### src/design/male_pkg.sv
`timescale 1ns / 1ps
// Shared types, constants and lookup functions for the assembly line encoder.
// No dependencies.
package male_pkg;

	localparam int MAX_LINE_CHARS_DEF = 128;
	localparam int MAX_MNEMONIC_CHARS_DEF = 7;

	localparam logic [1:0] K_REG = 2'd1;
	localparam logic [1:0] K_NUM = 2'd2;
	localparam logic [1:0] K_MEM = 2'd3;

	localparam logic [2:0] M_EMPTY  = 3'd0;
	localparam logic [2:0] M_REG    = 3'd1;
	localparam logic [2:0] M_NUM    = 3'd2;
	localparam logic [2:0] M_OPEN   = 3'd3;
	localparam logic [2:0] M_CLOSED = 3'd4;
	localparam logic [2:0] M_BAD    = 3'd5;

	localparam logic [3:0] F_R3   = 4'd0;
	localparam logic [3:0] F_SH   = 4'd1;
	localparam logic [3:0] F_SV   = 4'd2;
	localparam logic [3:0] F_JR   = 4'd3;
	localparam logic [3:0] F_JALR = 4'd4;
	localparam logic [3:0] F_SYS  = 4'd5;
	localparam logic [3:0] F_I    = 4'd6;
	localparam logic [3:0] F_LUI  = 4'd7;
	localparam logic [3:0] F_BR   = 4'd8;
	localparam logic [3:0] F_BGZ  = 4'd9;
	localparam logic [3:0] F_J    = 4'd10;
	localparam logic [3:0] F_ERET = 4'd11;
	localparam logic [3:0] F_NONE = 4'd15;

	localparam logic [31:0] ERET_WORD = 32'h42000018;
	localparam logic [4:0]  BGZ_RT    = 5'd17;

	typedef struct packed {
		logic [3:0] form;
		logic [5:0] code;
	} mn_info_t;

	// register name (packed, right aligned) to number; valid flag in bit 5
	function automatic logic [5:0] reg_lookup(input logic [31:0] nm, input logic [2:0] len);
		logic [5:0] r;
		r = 6'd0;
		case (len)
			3'd2: case (nm[15:0])
				"at": r = {1'b1, 5'd1};
				"v0": r = {1'b1, 5'd2};   "v1": r = {1'b1, 5'd3};
				"a0": r = {1'b1, 5'd4};   "a1": r = {1'b1, 5'd5};
				"a2": r = {1'b1, 5'd6};   "a3": r = {1'b1, 5'd7};
				"t0": r = {1'b1, 5'd8};   "t1": r = {1'b1, 5'd9};
				"t2": r = {1'b1, 5'd10};  "t3": r = {1'b1, 5'd11};
				"t4": r = {1'b1, 5'd12};  "t5": r = {1'b1, 5'd13};
				"t6": r = {1'b1, 5'd14};  "t7": r = {1'b1, 5'd15};
				"s0": r = {1'b1, 5'd16};  "s1": r = {1'b1, 5'd17};
				"s2": r = {1'b1, 5'd18};  "s3": r = {1'b1, 5'd19};
				"s4": r = {1'b1, 5'd20};  "s5": r = {1'b1, 5'd21};
				"s6": r = {1'b1, 5'd22};  "s7": r = {1'b1, 5'd23};
				"t8": r = {1'b1, 5'd24};  "t9": r = {1'b1, 5'd25};
				"k0": r = {1'b1, 5'd26};  "k1": r = {1'b1, 5'd27};
				"gp": r = {1'b1, 5'd28};  "sp": r = {1'b1, 5'd29};
				"fp": r = {1'b1, 5'd30};  "ra": r = {1'b1, 5'd31};
				default: r = 6'd0;
			endcase
			3'd4: r = (nm == "zero") ? {1'b1, 5'd0} : 6'd0;
			default: r = 6'd0;
		endcase
		return r;
	endfunction

	function automatic mn_info_t mn_lookup(input logic [63:0] m, input logic [3:0] len);
		mn_info_t e;
		e = '{form: F_NONE, code: 6'd0};
		case (len)
			4'd1: if (m[7:0] == "j") e = '{F_J, 6'd2};
			4'd2: case (m[15:0])
				"or": e = '{F_R3, 6'd37};
				"jr": e = '{F_JR, 6'd8};
				"lw": e = '{F_I, 6'd35};
				"lh": e = '{F_I, 6'd33};
				"sw": e = '{F_I, 6'd43};
				"sh": e = '{F_I, 6'd41};
				default: ;
			endcase
			4'd3: case (m[23:0])
				"add": e = '{F_R3, 6'd32};  "sub": e = '{F_R3, 6'd34};
				"and": e = '{F_R3, 6'd36};  "xor": e = '{F_R3, 6'd38};
				"nor": e = '{F_R3, 6'd39};  "slt": e = '{F_R3, 6'd42};
				"sll": e = '{F_SH, 6'd0};   "srl": e = '{F_SH, 6'd2};
				"sra": e = '{F_SH, 6'd3};   "ori": e = '{F_I, 6'd13};
				"lwx": e = '{F_I, 6'd34};   "lhx": e = '{F_I, 6'd32};
				"lhu": e = '{F_I, 6'd37};   "swx": e = '{F_I, 6'd42};
				"shx": e = '{F_I, 6'd40};   "lui": e = '{F_LUI, 6'd15};
				"beq": e = '{F_BR, 6'd4};   "bne": e = '{F_BR, 6'd5};
				"jal": e = '{F_J, 6'd3};
				default: ;
			endcase
			4'd4: case (m[31:0])
				"addu": e = '{F_R3, 6'd33};  "subu": e = '{F_R3, 6'd35};
				"sltu": e = '{F_R3, 6'd43};  "sllv": e = '{F_SV, 6'd4};
				"srlv": e = '{F_SV, 6'd6};   "srav": e = '{F_SV, 6'd7};
				"jalr": e = '{F_JALR, 6'd9}; "addi": e = '{F_I, 6'd8};
				"andi": e = '{F_I, 6'd12};   "xori": e = '{F_I, 6'd14};
				"slti": e = '{F_I, 6'd10};   "lhux": e = '{F_I, 6'd36};
				"eret": e = '{F_ERET, 6'd16};
				default: ;
			endcase
			4'd5: case (m[39:0])
				"addiu": e = '{F_I, 6'd9};
				"sltiu": e = '{F_I, 6'd11};
				default: ;
			endcase
			4'd6: if (m[47:0] == "bgezal") e = '{F_BGZ, 6'd1};
			4'd7: if (m[55:0] == "syscall") e = '{F_SYS, 6'd12};
			default: ;
		endcase
		return e;
	endfunction

endpackage

### src/design/male_encode.sv
`timescale 1ns / 1ps
// Final word encoder: mnemonic, operand count and operand store to one word.
// Depends on male_pkg.
module male_encode import male_pkg::*; (
	input  logic [63:0] mnem,
	input  logic [3:0]  mnem_len,
	input  logic [2:0]  tok_idx,
	input  logic [31:0] o1,
	input  logic [31:0] o2,
	input  logic [31:0] o3,
	output logic        ok,
	output logic [31:0] word
);
	mn_info_t e;
	logic [1:0] k1, k2, k3;
	logic [4:0] r1, r2, r3;
	logic [31:0] f;
	logic [2:0] n;

	always_comb begin
		e = mn_lookup(mnem, mnem_len);
		k1 = o1[31:30];
		k2 = o2[31:30];
		k3 = o3[31:30];
		r1 = o1[4:0];
		r2 = o2[4:0];
		r3 = o3[4:0];
		f = {26'd0, e.code};
		n = tok_idx + 3'd1;
		ok = 1'b0;
		word = '0;
		unique case (e.form)
			F_R3: begin
				ok = n == 3'd4 && k1 == K_REG && k2 == K_REG && k3 == K_REG;
				word = {6'd0, r2, r3, r1, 5'd0, e.code};
			end
			F_SH: begin
				ok = n == 3'd4 && k1 == K_REG && k2 == K_REG && k3 == K_NUM;
				word = {11'd0, r2, r1, o3[4:0], e.code};
			end
			F_SV: begin
				ok = n == 3'd4 && k1 == K_REG && k2 == K_REG && k3 == K_REG;
				word = {6'd0, r3, r2, r1, 5'd0, e.code};
			end
			F_JR: begin
				ok = n == 3'd2 && k1 == K_REG;
				word = {6'd0, r1, 15'd0, e.code};
			end
			F_JALR: begin
				ok = n == 3'd3 && k1 == K_REG && k2 == K_REG;
				word = {6'd0, r1, 5'd0, r2, 5'd0, e.code};
			end
			F_SYS: begin
				ok = n == 3'd1;
				word = f;
			end
			F_ERET: begin
				ok = n == 3'd1;
				word = ERET_WORD;
			end
			F_I: begin
				if (n == 3'd4 && k1 == K_REG && k2 == K_REG && k3 == K_NUM) begin
					ok = 1'b1;
					word = {e.code, r2, r1, o3[15:0]};
				end else if (n == 3'd3 && k1 == K_REG && k2 == K_MEM) begin
					ok = 1'b1;
					word = {e.code, o2[20:16], r1, o2[15:0]};
				end
			end
			F_LUI: begin
				ok = n == 3'd3 && k1 == K_REG && k2 == K_NUM;
				word = {e.code, 5'd0, r1, o2[15:0]};
			end
			F_BR: begin
				ok = n == 3'd4 && k1 == K_REG && k2 == K_REG && k3 == K_NUM;
				word = {e.code, r1, r2, o3[15:0]};
			end
			F_BGZ: begin
				ok = n == 3'd3 && k1 == K_REG && k2 == K_NUM;
				word = {e.code, r1, BGZ_RT, o2[15:0]};
			end
			F_J: begin
				ok = n == 3'd2 && k1 == K_NUM;
				word = {e.code, o1[25:0]};
			end
			default: ok = 1'b0;
		endcase
	end
endmodule

### src/design/mips_assembly_line_encoder.sv
`timescale 1ns / 1ps
// Top level of the assembly line encoder: character tokenizer and output stage.
// Depends on male_pkg and male_encode.
//
// Feed one ASCII character per transfer on s_axis (tdata = ch, tlast = line
// end). One character is taken every cycle while s_axis is not stalled; the
// tokenizer state is updated by one shallow step per character. On the
// transfer with tlast set, the line is closed, encoded and registered, and
// a word appears on m_axis in the following cycle (tdata = code_word,
// tuser = error). The result register holds while m_axis is stalled;
// s_axis keeps accepting characters then and only stalls when a further
// line end would overwrite an untaken result. A bad line gives all ones
// with error set.
module mips_assembly_line_encoder import male_pkg::*; #(
	parameter int MAX_LINE_CHARS = MAX_LINE_CHARS_DEF,
	parameter int MAX_MNEMONIC_CHARS = MAX_MNEMONIC_CHARS_DEF
) (
	input  logic        clk,
	input  logic        arst_n,
	input  logic        s_axis_tvalid,
	output logic        s_axis_tready,
	input  logic [7:0]  s_axis_tdata,   // [7:0] ch
	input  logic        s_axis_tlast,   // line_end
	output logic        m_axis_tvalid,
	input  logic        m_axis_tready,
	output logic [31:0] m_axis_tdata,   // [31:0] code_word
	output logic        m_axis_tuser    // [0] error
);
	localparam int CW = $clog2(MAX_LINE_CHARS + 2);

	logic [2:0]  tok_q;
	logic [63:0] mnem_q;
	logic [3:0]  mlen_q;
	logic [31:0] rname_q;
	logic [2:0]  rlen_q;
	logic [31:0] acc_q;
	logic        neg_q, brk_q, fsp_q, err_q, dig_q, spp_q;
	logic [2:0]  mode_q;
	logic [31:0] ops_q [3];
	logic [CW-1:0] cnt_q;

	// next-state copies
	logic [2:0]  tok_n;
	logic [63:0] mnem_n;
	logic [3:0]  mlen_n;
	logic [31:0] rname_n;
	logic [2:0]  rlen_n;
	logic [31:0] acc_n;
	logic        neg_n, brk_n, fsp_n, err_n, dig_n, spp_n;
	logic [2:0]  mode_n;
	logic [31:0] ops_n [3];
	logic [CW-1:0] cnt_n;

	logic [7:0]  c;
	logic        dig, acc_fire, end_fire;
	logic        enc_ok;
	logic [31:0] enc_word;
	logic [5:0]  rl;
	logic [31:0] val, st;

	assign c = s_axis_tdata;
	assign s_axis_tready = !m_axis_tvalid || m_axis_tready || !s_axis_tlast;
	assign acc_fire = s_axis_tvalid && s_axis_tready;
	assign end_fire = acc_fire && s_axis_tlast;
	assign dig = c >= "0" && c <= "9";

	// operand close value from current token state (used only when closing)
	always_comb begin
		rl = reg_lookup(rname_n, rlen_n);
		val = neg_n ? 32'd0 - acc_n : acc_n;
		st = '0;
		if (mode_n == M_REG && !brk_n) begin
			if (rl[5]) st = {K_REG, 25'd0, rl[4:0]};
		end else if (mode_n == M_NUM && dig_n) begin
			st = {K_NUM, 4'd0, val[25:0]};
		end else if (mode_n == M_CLOSED) begin
			if (rl[5]) st = {K_MEM, 9'd0, rl[4:0], val[15:0]};
		end
	end

	// Tokenizer step. A pending space and a comma can both separate on one
	// character: the pending space closes the registered token first, so the
	// comma then closes an empty token.
	logic [5:0]  rl0;
	logic [31:0] val0, st0;
	logic        sep1, sep2;

	always_comb begin
		// first separator (pending space) closes with registered token state
		rl0 = reg_lookup(rname_q, rlen_q);
		val0 = neg_q ? 32'd0 - acc_q : acc_q;
		st0 = '0;
		if (mode_q == M_REG && !brk_q) begin
			if (rl0[5]) st0 = {K_REG, 25'd0, rl0[4:0]};
		end else if (mode_q == M_NUM && dig_q) begin
			st0 = {K_NUM, 4'd0, val0[25:0]};
		end else if (mode_q == M_CLOSED) begin
			if (rl0[5]) st0 = {K_MEM, 9'd0, rl0[4:0], val0[15:0]};
		end
	end

	always_comb begin
		tok_n = tok_q; mnem_n = mnem_q; mlen_n = mlen_q; rname_n = rname_q;
		rlen_n = rlen_q; acc_n = acc_q; neg_n = neg_q; brk_n = brk_q;
		fsp_n = fsp_q; err_n = err_q; dig_n = dig_q; spp_n = spp_q;
		mode_n = mode_q; ops_n = ops_q; cnt_n = cnt_q;
		sep1 = 1'b0; sep2 = 1'b0;

		if (cnt_q <= CW'(MAX_LINE_CHARS)) cnt_n = cnt_q + CW'(1);
		if (cnt_n > CW'(MAX_LINE_CHARS)) err_n = 1'b1;

		if (c == " ") begin
			if ((tok_q != 3'd0 || mlen_q != 4'd0) && !fsp_q) begin
				fsp_n = 1'b1;
				spp_n = 1'b1;
			end
		end else begin
			sep1 = spp_q;
			sep2 = c == ",";
			spp_n = 1'b0;
			if (sep1) begin
				// pending space: close current token with the registered state
				if (tok_q >= 3'd1 && tok_q <= 3'd3) begin
					ops_n[tok_q[1:0] - 2'd1] = st0;
					if (st0 == '0) err_n = 1'b1;
				end
				if (tok_q < 3'd4) tok_n = tok_q + 3'd1;
				if (tok_n == 3'd4) err_n = 1'b1;
				rname_n = '0; acc_n = '0; neg_n = 1'b0; brk_n = 1'b0;
				mode_n = M_EMPTY; rlen_n = '0; dig_n = 1'b0;
			end
			if (sep2) begin
				// token just cleared by a pending space is empty and closes as 0
				if (sep1) begin
					if (tok_n >= 3'd1 && tok_n <= 3'd3) begin
						ops_n[tok_n[1:0] - 2'd1] = '0;
						err_n = 1'b1;
					end
				end else if (tok_n >= 3'd1 && tok_n <= 3'd3) begin
					ops_n[tok_n[1:0] - 2'd1] = st0;
					if (st0 == '0) err_n = 1'b1;
				end
				if (tok_n < 3'd4) tok_n = tok_n + 3'd1;
				if (tok_n == 3'd4) err_n = 1'b1;
				rname_n = '0; acc_n = '0; neg_n = 1'b0; brk_n = 1'b0;
				mode_n = M_EMPTY; rlen_n = '0; dig_n = 1'b0;
			end else if (tok_n == 3'd0) begin
				if (mlen_q < 4'(MAX_MNEMONIC_CHARS)) begin
					mnem_n = {mnem_q[55:0], c};
					mlen_n = mlen_q + 4'd1;
				end else begin
					err_n = 1'b1;
				end
			end else if (tok_n <= 3'd3) begin
				case (mode_n)
					M_EMPTY: begin
						if (c == "$") mode_n = M_REG;
						else if (c == "-") begin mode_n = M_NUM; neg_n = 1'b1; end
						else if (c == "+") mode_n = M_NUM;
						else if (dig) begin
							mode_n = M_NUM; acc_n = {28'd0, c[3:0]}; dig_n = 1'b1;
						end
						else if (c == "(") begin mode_n = M_OPEN; brk_n = 1'b1; end
						else mode_n = M_BAD;
					end
					M_NUM: begin
						if (dig) begin
							acc_n = {acc_n[28:0], 3'd0} + {acc_n[30:0], 1'b0}
								+ {28'd0, c[3:0]};
							dig_n = 1'b1;
						end else if (c == "(") begin
							mode_n = M_OPEN; brk_n = 1'b1;
						end else mode_n = M_BAD;
					end
					M_OPEN: mode_n = (c == "$") ? M_REG : M_BAD;
					M_REG: begin
						if (c == ")" && brk_n) mode_n = M_CLOSED;
						else if (rlen_n < 3'd4) begin
							rname_n = {rname_n[23:0], c};
							rlen_n = rlen_n + 3'd1;
						end else mode_n = M_BAD;
					end
					default: mode_n = M_BAD;
				endcase
			end
		end
	end

	// line end: close the final operand from the updated state
	logic [31:0] fo [3];
	logic        ferr;
	always_comb begin
		fo = ops_n;
		ferr = err_n;
		if (tok_n >= 3'd1 && tok_n <= 3'd3) begin
			fo[tok_n[1:0] - 2'd1] = st;
			if (st == '0) ferr = 1'b1;
		end
	end

	male_encode u_enc (
		.mnem(mnem_n), .mnem_len(mlen_n), .tok_idx(tok_n),
		.o1(fo[0]), .o2(fo[1]), .o3(fo[2]),
		.ok(enc_ok), .word(enc_word)
	);

	always_ff @(posedge clk or negedge arst_n) begin
		if (!arst_n) begin
			tok_q <= '0; mnem_q <= '0; mlen_q <= '0; rname_q <= '0; rlen_q <= '0;
			acc_q <= '0; neg_q <= 1'b0; brk_q <= 1'b0; fsp_q <= 1'b0;
			err_q <= 1'b0; dig_q <= 1'b0; spp_q <= 1'b0; mode_q <= M_EMPTY;
			ops_q <= '{default: '0}; cnt_q <= '0;
		end else if (acc_fire) begin
			if (s_axis_tlast) begin
				tok_q <= '0; mnem_q <= '0; mlen_q <= '0; rname_q <= '0; rlen_q <= '0;
				acc_q <= '0; neg_q <= 1'b0; brk_q <= 1'b0; fsp_q <= 1'b0;
				err_q <= 1'b0; dig_q <= 1'b0; spp_q <= 1'b0; mode_q <= M_EMPTY;
				ops_q <= '{default: '0}; cnt_q <= '0;
			end else begin
				tok_q <= tok_n; mnem_q <= mnem_n; mlen_q <= mlen_n;
				rname_q <= rname_n; rlen_q <= rlen_n; acc_q <= acc_n;
				neg_q <= neg_n; brk_q <= brk_n; fsp_q <= fsp_n; err_q <= err_n;
				dig_q <= dig_n; spp_q <= spp_n; mode_q <= mode_n;
				ops_q <= ops_n; cnt_q <= cnt_n;
			end
		end
	end

	// result register
	logic good;
	assign good = !ferr && tok_n <= 3'd3 && enc_ok;

	always_ff @(posedge clk or negedge arst_n) begin
		if (!arst_n) begin
			m_axis_tvalid <= 1'b0;
		end else if (end_fire) begin
			m_axis_tvalid <= 1'b1;
		end else if (m_axis_tready) begin
			m_axis_tvalid <= 1'b0;
		end
	end

	always_ff @(posedge clk) begin
		if (end_fire) begin
			m_axis_tdata <= good ? enc_word : '1;
			m_axis_tuser <= !good;
		end
	end
endmodule

### config.mk
export PLATFORM = sky130hd
export DESIGN_NAME = mips_assembly_line_encoder
export DESIGN_NICKNAME = d
export VERILOG_FILES = /design/src/design/male_pkg.sv /design/src/design/male_encode.sv /design/src/design/mips_assembly_line_encoder.sv
export SDC_FILE = /design/constraint.sdc
export NUM_CORES = 1
export LEC_CHECK = 0
export BUFFER_PORTS_ARGS = -buffer_cell sky130_fd_sc_hd__buf_4
export CAP_MARGIN = 0
export CORE_ASPECT_RATIO = 1.75
export CORE_UTILIZATION = 39
export CTS_BUF_LIST = sky130_fd_sc_hd__clkbuf_4
export DETAILED_ROUTE_END_ITERATION = 12
export HOLD_SLACK_MARGIN = 0.02
export PLACE_DENSITY_LB_ADDON = 0.08
export SYNTH_ARGS = -nofsm -noshare
export SYNTH_HDL_FRONTEND = slang
export SYNTH_SLANG_ARGS = --single-unit
### constraint.sdc
create_clock -name clk -period 16.35 [get_ports clk]
set_clock_uncertainty 0.05 [all_clocks]
set_input_delay 1.635 -clock clk [delete_from_list [all_inputs] [get_ports clk]]
set_output_delay 1.635 -clock clk [all_outputs]
set_load 0.005 [all_outputs]
==> out/qor.yml, run 1 <==
wl_per_cell_um: 31.1
grt_max_degree: 86
drive_gt1_share_pct: 10.5
final_antenna_net_count: 0
die_y_um: 317
setup_slack_ns: 7.56
synthAdderAreaFrac_pct: 3.78
setup-tns-final_ns: 0
crit_fanout: 58
syn-cell-area_um2: 22100
dp_hpwl_mm: 80.6
clkLatencyLatePin_ns: 0.86
synth-edff-count: 33
synthMuxAreaShare_pct: 1.67
ff2ff_path_depth: 21
nFillCells: 5703
criticalPathCategory: "reg -> reg"
rows: 115
power_density_nw_per_um2: 138
reg2reg_slack_ns: 7.56
crit_start: "spp_q"
ys.flop_type: "dfrtp_1"
cts_tree: "yes"
syn_area_per_cell_um2: 8.05
worst_pin_slew_ns: 1.44
postCtsSetupRepairBufs: 0
clk_path_buf_depth: 3
status: "complete, no violations"
placedInstanceArea_um2: 23000
syn-num-nets: 2822
yosysTopAreaCell: "dfrtp_1"
rsz0062_at_grt: "false"
numCtsBuffers: 69
wl_mm: 108
fmax_mhz: 114
portBuffers: 47
cts-resized-gates: 0
finalSetupViolations: 0
fin_crit_sh_pct: 53.7
start_util_pct: 39.3
clk_pin_slew_worst_paths_ns: 0.07
synthArstFlopShare_pct: 86.5
globalplace.congestion: 1.02
die-area_um2: 57600
hold_viol_final: 0
peakVddDrop_mv: 0.0942
synth_warnings: 0
holdPathStages: 2
num_io_pins: 48
synth_cell_type_count: 110
synthSimpleGateAreaFrac_pct: 27.1
slew_viol_final: 0
cp_data_arrival_time_ns: 9.33
root_buffer: "clkbuf_4"
ctsHoldBuffers: 0
fin_util_pct: 42.5
cp-end-kind: "flop"
yosys_register_bits: 244
via_per_inst: 6.90
die_w_um: 182
hold_path_class: "reg -> reg"
critPathRequiredTime_ns: 16.90
synth_area_leaders: "dfrtp_1, a22o_1, edfxtp_1, o21ai_0, nand2_1"
min-delay-start: "ops_q[89]"
regArea_um2: 6270
max_slew_margin_pct: 2.90
initialDrtViolationCount: 2387
clock_sinks: 244
grt_pass1_vias: 23700
seq_area_frac_synth_pct: 28.4
dr_total_vias: 23900
htreeDepth: 3
grt_use_total_pct: 37.1
dr.pass1.iters: 6
nets: 2790
fin_area_um2: 23800
power_leakage_uw: 0.00898
synth_top_family_by_area: "compound AO/OA/AOI/OAI gates"
critPathLaunchType: "flop"
synth_top_area_share_pct: 23.9
drc: 0
multiInputGateArea_um2: 14800
r2r-start: "spp_q"
postSynthCellCount: 2743
synth_compound_area_share_pct: 31.0
cap_violations: 0
overflow: 0
dp_slack_ns: 7.76
antenna_found_initial: 4
areaGrowthSynthToFinish_pct: 8.01
design.core.area_um2: 56100
finalCriticalPeriod_ns: 8.79
synth_xor_area_share_pct: 3.10
grt_pass1_wl_mm: 157
==> logic make-up (layout without fill, tap and decap cells) <==
family	after synthesis	after routing
AND/OR/NAND/NOR	1107	1107
AO/OA/AOI/OAI	948	948
buffers and inverters	264	279
flip-flops	244	244
XOR/XNOR	78	78
adder cells (fa/ha/maj)	66	66
multiplexers	36	36
other	0	5
==> state kept, by name (all words and copies together), names as in the netlist <==
signal / count
acc_q: 26
brk_q: 1
cnt_q: 8
dig_q: 1
err_q: 1
fsp_q: 1
m_axis_tdata: 32
m_axis_tuser: 1
m_axis_tvalid: 1
mlen_q: 4
mnem_q: 56
mode_q: 3
neg_q: 1
ops_q: 69
rlen_q: 3
rname_q: 32
spp_q: 1
tok_q: 3
==> per-layer routing <==
metal	wire length [um]	vias to the layer above	global-route usage (%)
li1	-	10600	-
met1	36600	11700	37.9
met5	0	-	0
met4	10300	0	32.0
met2	54100	1232	65.9
met3	6790	461	6.02
==> report_power, final <==
part | leakage, uW | internal, uW | total (uW) | switching, uW
clock network | 0.000520 | 311 | 622 | 311
logic | 0.00533 | 533 | 1830 | 1300
registers | 0.00314 | 676 | 825 | 149
total | 0.00898 | 1520 | 3280 | 1760
==> worst max-delay path, stage by stage, from the launching register on <==
cell and delay, ns:
dfrtp_2 0.58, buf_4 0.59, nor2b_1 0.35, o21ai_0 0.28, inv_1 0.21, ha_1 0.26
nor2b_1 0.23, nand3_1 0.10, buf_4 0.26, nor2_4 0.83, o211ai_1 0.41, a2111oi_1 0.90
and3_1 0.34, nand3_1 0.11, and3_1 0.26, nor3_1 0.69, o21ba_2 0.26, mux2_2 0.14
a221o_1 0.15, and2b_1 0.83, inv_2 0.08, or4_1 0.53
==> synth_stat cells (all sizes together) (19+ instances only) <==
| cell | instances |
|---|---|
| a211oi | 30 |
| a21o | 30 |
| a21oi | 130 |
| a221oi | 44 |
| a22o | 146 |
| a22oi | 28 |
| a31oi | 25 |
| a32oi | 21 |
| and2 | 43 |
| and3 | 27 |
| buf | 52 |
| clkbuf | 155 |
| dfrtp | 211 |
| edfxtp | 33 |
| ha | 65 |
| inv | 57 |
| mux2i | 30 |
| nand2 | 259 |
| nand2b | 41 |
| nand3 | 79 |
| nand4 | 57 |
| nor2 | 233 |
| nor2b | 51 |
| nor3 | 68 |
| nor3b | 21 |
| nor4 | 53 |
| nor4bb | 19 |
| o2111ai | 23 |
| o211ai | 37 |
| o21ai | 205 |
| o22ai | 27 |
| o31ai | 30 |
| or2 | 19 |
| or3 | 20 |
| or4 | 20 |
| xnor2 | 43 |
| xor2 | 35 |
==> per-stage QoR <==
step	hold slack [ns]	instances	total power, uW
floorplan	0.389	2743	1970
global placement	0.410	3342	2600
detailed placement	0.423	3342	2600
CTS	0.437	3460	3230
global route	0.460	3464	3420
finish	0.434	3465	3280
==> cells in the final DEF (no fill, tap or decap), types with 33 or more instances in the layout <==
| cell | synthesis | layout |
|---|---|---|
| a21oi_1 | 130 | 130 |
| a221oi_1 | 44 | 44 |
| a22o_1 | 146 | 146 |
| and2_1 | 41 | 41 |
| buf_4 | 3 | 103 |
| clkbuf_4 | 0 | 93 |
| dfrtp_1 | 211 | 210 |
| edfxtp_1 | 33 | 33 |
| ha_1 | 65 | 65 |
| inv_1 | 56 | 56 |
| nand2_1 | 259 | 258 |
| nand2b_1 | 41 | 40 |
| nand3_1 | 79 | 79 |
| nand4_1 | 57 | 57 |
| nor2_1 | 230 | 228 |
| nor2b_1 | 51 | 51 |
| nor3_1 | 65 | 64 |
| nor4_1 | 52 | 50 |
| o211ai_1 | 37 | 37 |
| o21ai_0 | 196 | 195 |
| xnor2_1 | 43 | 43 |
| xor2_1 | 35 | 35 |
==> area by class of cell <==
cell class,instances,share of cell area [%]
Clock inverter,25,0.740
Antenna cell,5,0.0525
Multi-Input combinational cell,2235,62.1
Inverter,57,0.897
Sequential cell,244,26.3
Timing Repair Buffer,104,3.31
Tap cell,702,3.68
Clock buffer,93,2.93
==> worst paths after layout <==
check	to
worst max-delay path	m_axis_tdata[16]
worst min-delay path	ops_q[89]
worst max register to register	m_axis_tdata[16]
worst min register to register	ops_q[89]
max in group asynchronous	spp_q
min in group asynchronous	rname_q[10]
Note: power is estimated with default switching activity, not from simulation.
==> run 2, diff against run 1 <==
--- a/config.mk
+++ b/config.mk
@@ -5,6 +5,7 @@
 export SDC_FILE = /design/constraint.sdc
 export NUM_CORES = 1
 export LEC_CHECK = 0
+export ABC_AREA = 1
 export BUFFER_PORTS_ARGS = -buffer_cell sky130_fd_sc_hd__buf_4
 export CAP_MARGIN = 0
 export CORE_ASPECT_RATIO = 1.75
==> constraint.sdc (replaced) <==
create_clock -name clk -period 7.5 [get_ports clk]
set_clock_uncertainty 0.05 [all_clocks]
set_input_delay 0.75 -clock clk [delete_from_list [all_inputs] [get_ports clk]]
set_output_delay 0.75 -clock clk [all_outputs]
set_load 0.005 [all_outputs]
==> run 2 against run 1 <==
Compared with the run above: clock power up 130%; first-iteration DRC count down 7.5%; largest power group unchanged; combinational power rose to 3.4 times the previous value; largest cell class unchanged; critical path depth up 13; die area up 11%; critical path type unchanged.
==> out/qor.yml, run 2 <==
nets: 4086  # +46%
cts_tree: "yes"
fin_cells: 4867  # +40%
p_clk_share_pct: 15.1  # -3.9 points
fmax_mhz: 149  # +31%
p_sw_uw: 5560  # +220%
clock_sinks: 244  # unchanged
p_seq_share_pct: 19.7  # -5.5 points
clk_pin_slew_worst_paths_ns: 0.07  # about the same
criticalPathCategory: "reg -> reg"
postCtsSetupRepairBufs: 0  # unchanged
wl_per_cell_um: 23.7  # -24%
syn-num-nets: 4072  # +44%
cts-resized-gates: 0  # unchanged
synthArstFlopShare_pct: 86.5  # unchanged
portBuffers: 47  # unchanged
htreeDepth: 3  # unchanged
slew_viol_final: 0  # unchanged
root_buffer: "clkbuf_4"
slowest_delay_ns: 0.55  # -0.35 ns
syn-cell-area_um2: 24400  # +11%
syn_area_per_cell_um2: 6.11  # -24%
postSynthCellCount: 3993  # +46%
reg2reg_slack_ns: 0.79  # -6.77 ns
synth_warnings: 0  # unchanged
drive_gt1_share_pct: 8.72  # -1.8 points
num_io_pins: 48  # unchanged
final_common_cell: "nand2_1"
regMostFlops: "ops_q"
dr.pass1.iters: 8  # +2
status: "complete, no violations"
placedCellCount: 4729  # +42%
power_leakage_uw: 0.0121  # +35%
finalCriticalPeriod_ns: 6.71  # -2.08 ns
cp_data_arrival_time_ns: 7.29  # -2.04 ns
ff2ff_path_depth: 34  # +62%
yosysMostFrequentCell: "nand2_1"
peakVddDrop_mv: 0.229  # +140%
overflow: 0  # unchanged
globalplace.congestion: 1.05  # +2.5%
internal_power_uw: 3950  # +160%
synth-edff-count: 33  # unchanged
synth_top_area_share_pct: 21.6  # -2.3 points
worst_pin_slew_ns: 1.38  # -0.0576 ns
design.core.area_um2: 62100  # +11%
die_w_um: 191  # +5.1%
start_util_pct: 39.3  # about the same
antenna_found_initial: 3  # -1
yosys_register_bits: 244  # unchanged
max_slew_margin_pct: 7.07  # +4.2 points
critPathLaunchType: "flop"
synth_area_leaders: "dfrtp_1, nand2_1, o21ai_0, inv_1, nand3_1"
top_regs: "ops_q x69, mnem_q x56"
final_cell_mix: "nand2_1, inv_1, o21ai_0"
fin_crit_sh_pct: 89.4  # +36 points
yosysTopAreaCell: "dfrtp_1"
drc: 0  # unchanged
seq_area_frac_synth_pct: 25.7  # -2.7 points
worst_path_max_delay_cell: "nand3_2"
ys.flop_type: "dfrtp_1"
die_y_um: 333  # +5.1%
critPathRequiredTime_ns: 8.08  # -8.82 ns
fin_area_um2: 26500  # +11%
final_antenna_net_count: 0  # unchanged
hold_path_class: "in -> reg"
cp_common_cell: "nand2_1"
largest_reg_flops: 69  # unchanged
setup_slack_ns: 0.792  # -6.77 ns
clk_path_buf_depth: 3  # unchanged
setup-tns-final_ns: 0  # unchanged
grt_pass1_wl_mm: 174  # +10%
rsz0062_at_grt: "false"
via_per_inst: 5.82  # -16%
initialDrtViolationCount: 2208  # -7.5%
finalSetupViolations: 0  # unchanged
die-area_um2: 63700  # +11%
dr_total_vias: 28300  # +18%
hold_viol_final: 0  # unchanged
power_density_nw_per_um2: 359  # +160%
grt_pass1_vias: 28500  # +20%
wl_mm: 115  # +6.9%
p_comb_share_pct: 65.2  # +9.3 points
areaGrowthSynthToFinish_pct: 8.50
cap_violations: 0  # unchanged
synth_cell_type_count: 68  # -38%
power.share.switching_pct: 58.5  # +4.8 points
numCtsBuffers: 72  # +4.3%
cp-end-kind: "flop"
dp_hpwl_mm: 87.7  # +8.7%
clkLatencyLatePin_ns: 0.95  # +0.09 ns
placedInstanceArea_um2: 25500  # +11%
rows: 121  # +5.2%
holdPathStages: 3  # +1
synthTopCellsByCount: "nand2_1, inv_1, o21ai_0, nor2_1, nand3_1"
grt_max_degree: 103  # +20%
crit_fanout: 33  # -43%
grt_use_total_pct: 36.5  # -0.51 points
dp_slack_ns: 0.908  # -6.86 ns
==> run 2: changes by cell type after synthesis, sizes merged, moves of 34 or more <==
cell    delta
nand2    +744
inv      +448
nand3    +257
o21ai    +249
nor2     +211
a22o     -142
o22ai    +135
a21oi     +75
nor2b     -50
a221oi    -42
nand2b    -41
and2      -36
clkbuf    -36
xnor2     -34
==> run 2: through the flow <==
step / hold WS [ns] / power (uW) / utilization [%]
final: 0.140 / 9510 / 42.7
after global routing: 0.141 / 10200 / 42.7
after CTS: 0.131 / 9390 / 42.6
after detailed placement: 0.429 / 7920 / 41.1
after global placement: 0.422 / 7940 / 41.1
after floorplan: 0.398 / 5990 / -
==> run 2: critical path, delay by kind of cell, from the launching register on <==
family / cells / cell delay [ns]
compound gates: 4 / 0.57
fa+ha+maj: 2 / 0.48
simple gates: 23 / 3.63
flops: 1 / 0.53
buf+inv: 5 / 1.06
==> run 2: repair_timing <==
item,4_1_cts,5_1_grt
hold buffers,2,0
setup endpoints to repair,0,0
endpoints found under the hold margin,95,0
==> run 2: cell type report <==
cell class	instances	area (um2)
diodes	7	17.5
clock buffers	101	758
clock inverters	27	189
fillers	7024	35600
inverters	513	1940
multi-input cells	3069	15500
flip-flops and latches	244	6270
well taps	799	1000
repair buffers	107	828
==> run 2: worst paths after layout <==
path | startpoint | endpoint
min reg2reg | mnem_q[50] | mnem_q[50]
max reg2reg | tok_q[1] | m_axis_tdata[19]
min | s_axis_tdata[4] | mnem_q[4]
min in group asynchronous | arst_n | ops_q[52]
max in group asynchronous | arst_n | mnem_q[17]
max | tok_q[1] | m_axis_tdata[19]
==> run 2: routing by layer <==
| layer | vias up | wire [um] | track usage, % |
|---|---|---|---|
| met4 | 2 | 11500 | 32.0 |
| met3 | 443 | 6270 | 6.61 |
| met1 | 13300 | 39600 | 36.1 |
| met5 | - | 13 | 0 |
| li1 | 13500 | - | - |
| met2 | 1057 | 57900 | 64.6 |
==> run 2: cells by family (layout without fill, tap and decap cells) <==
logic type	count (synthesis)	in the layout	share of synthesized area (%)
muxes	1	1	0.0410
adders and majority gates	66	66	3.41
DFF	244	244	25.7
xor gates and xnor gates	51	51	1.83
AOI/OAI and AO/OA	963	963	22.5
buffers and inverters	680	748	11.0
other	0	7	0
and+or+nand+nor	1988	1988	35.6
==> run 2: power by group through the flow <==
| stage | logic (uW) | clock network (uW) | registers, uW |
|---|---|---|---|
| floorplan | 4180 | 0 | 1810 |
| global placement | 6050 | 0 | 1890 |
| detailed placement | 6040 | 0 | 1890 |
| CTS | 6060 | 1470 | 1860 |
| global route | 6790 | 1540 | 1900 |
| finish | 6200 | 1440 | 1870 |
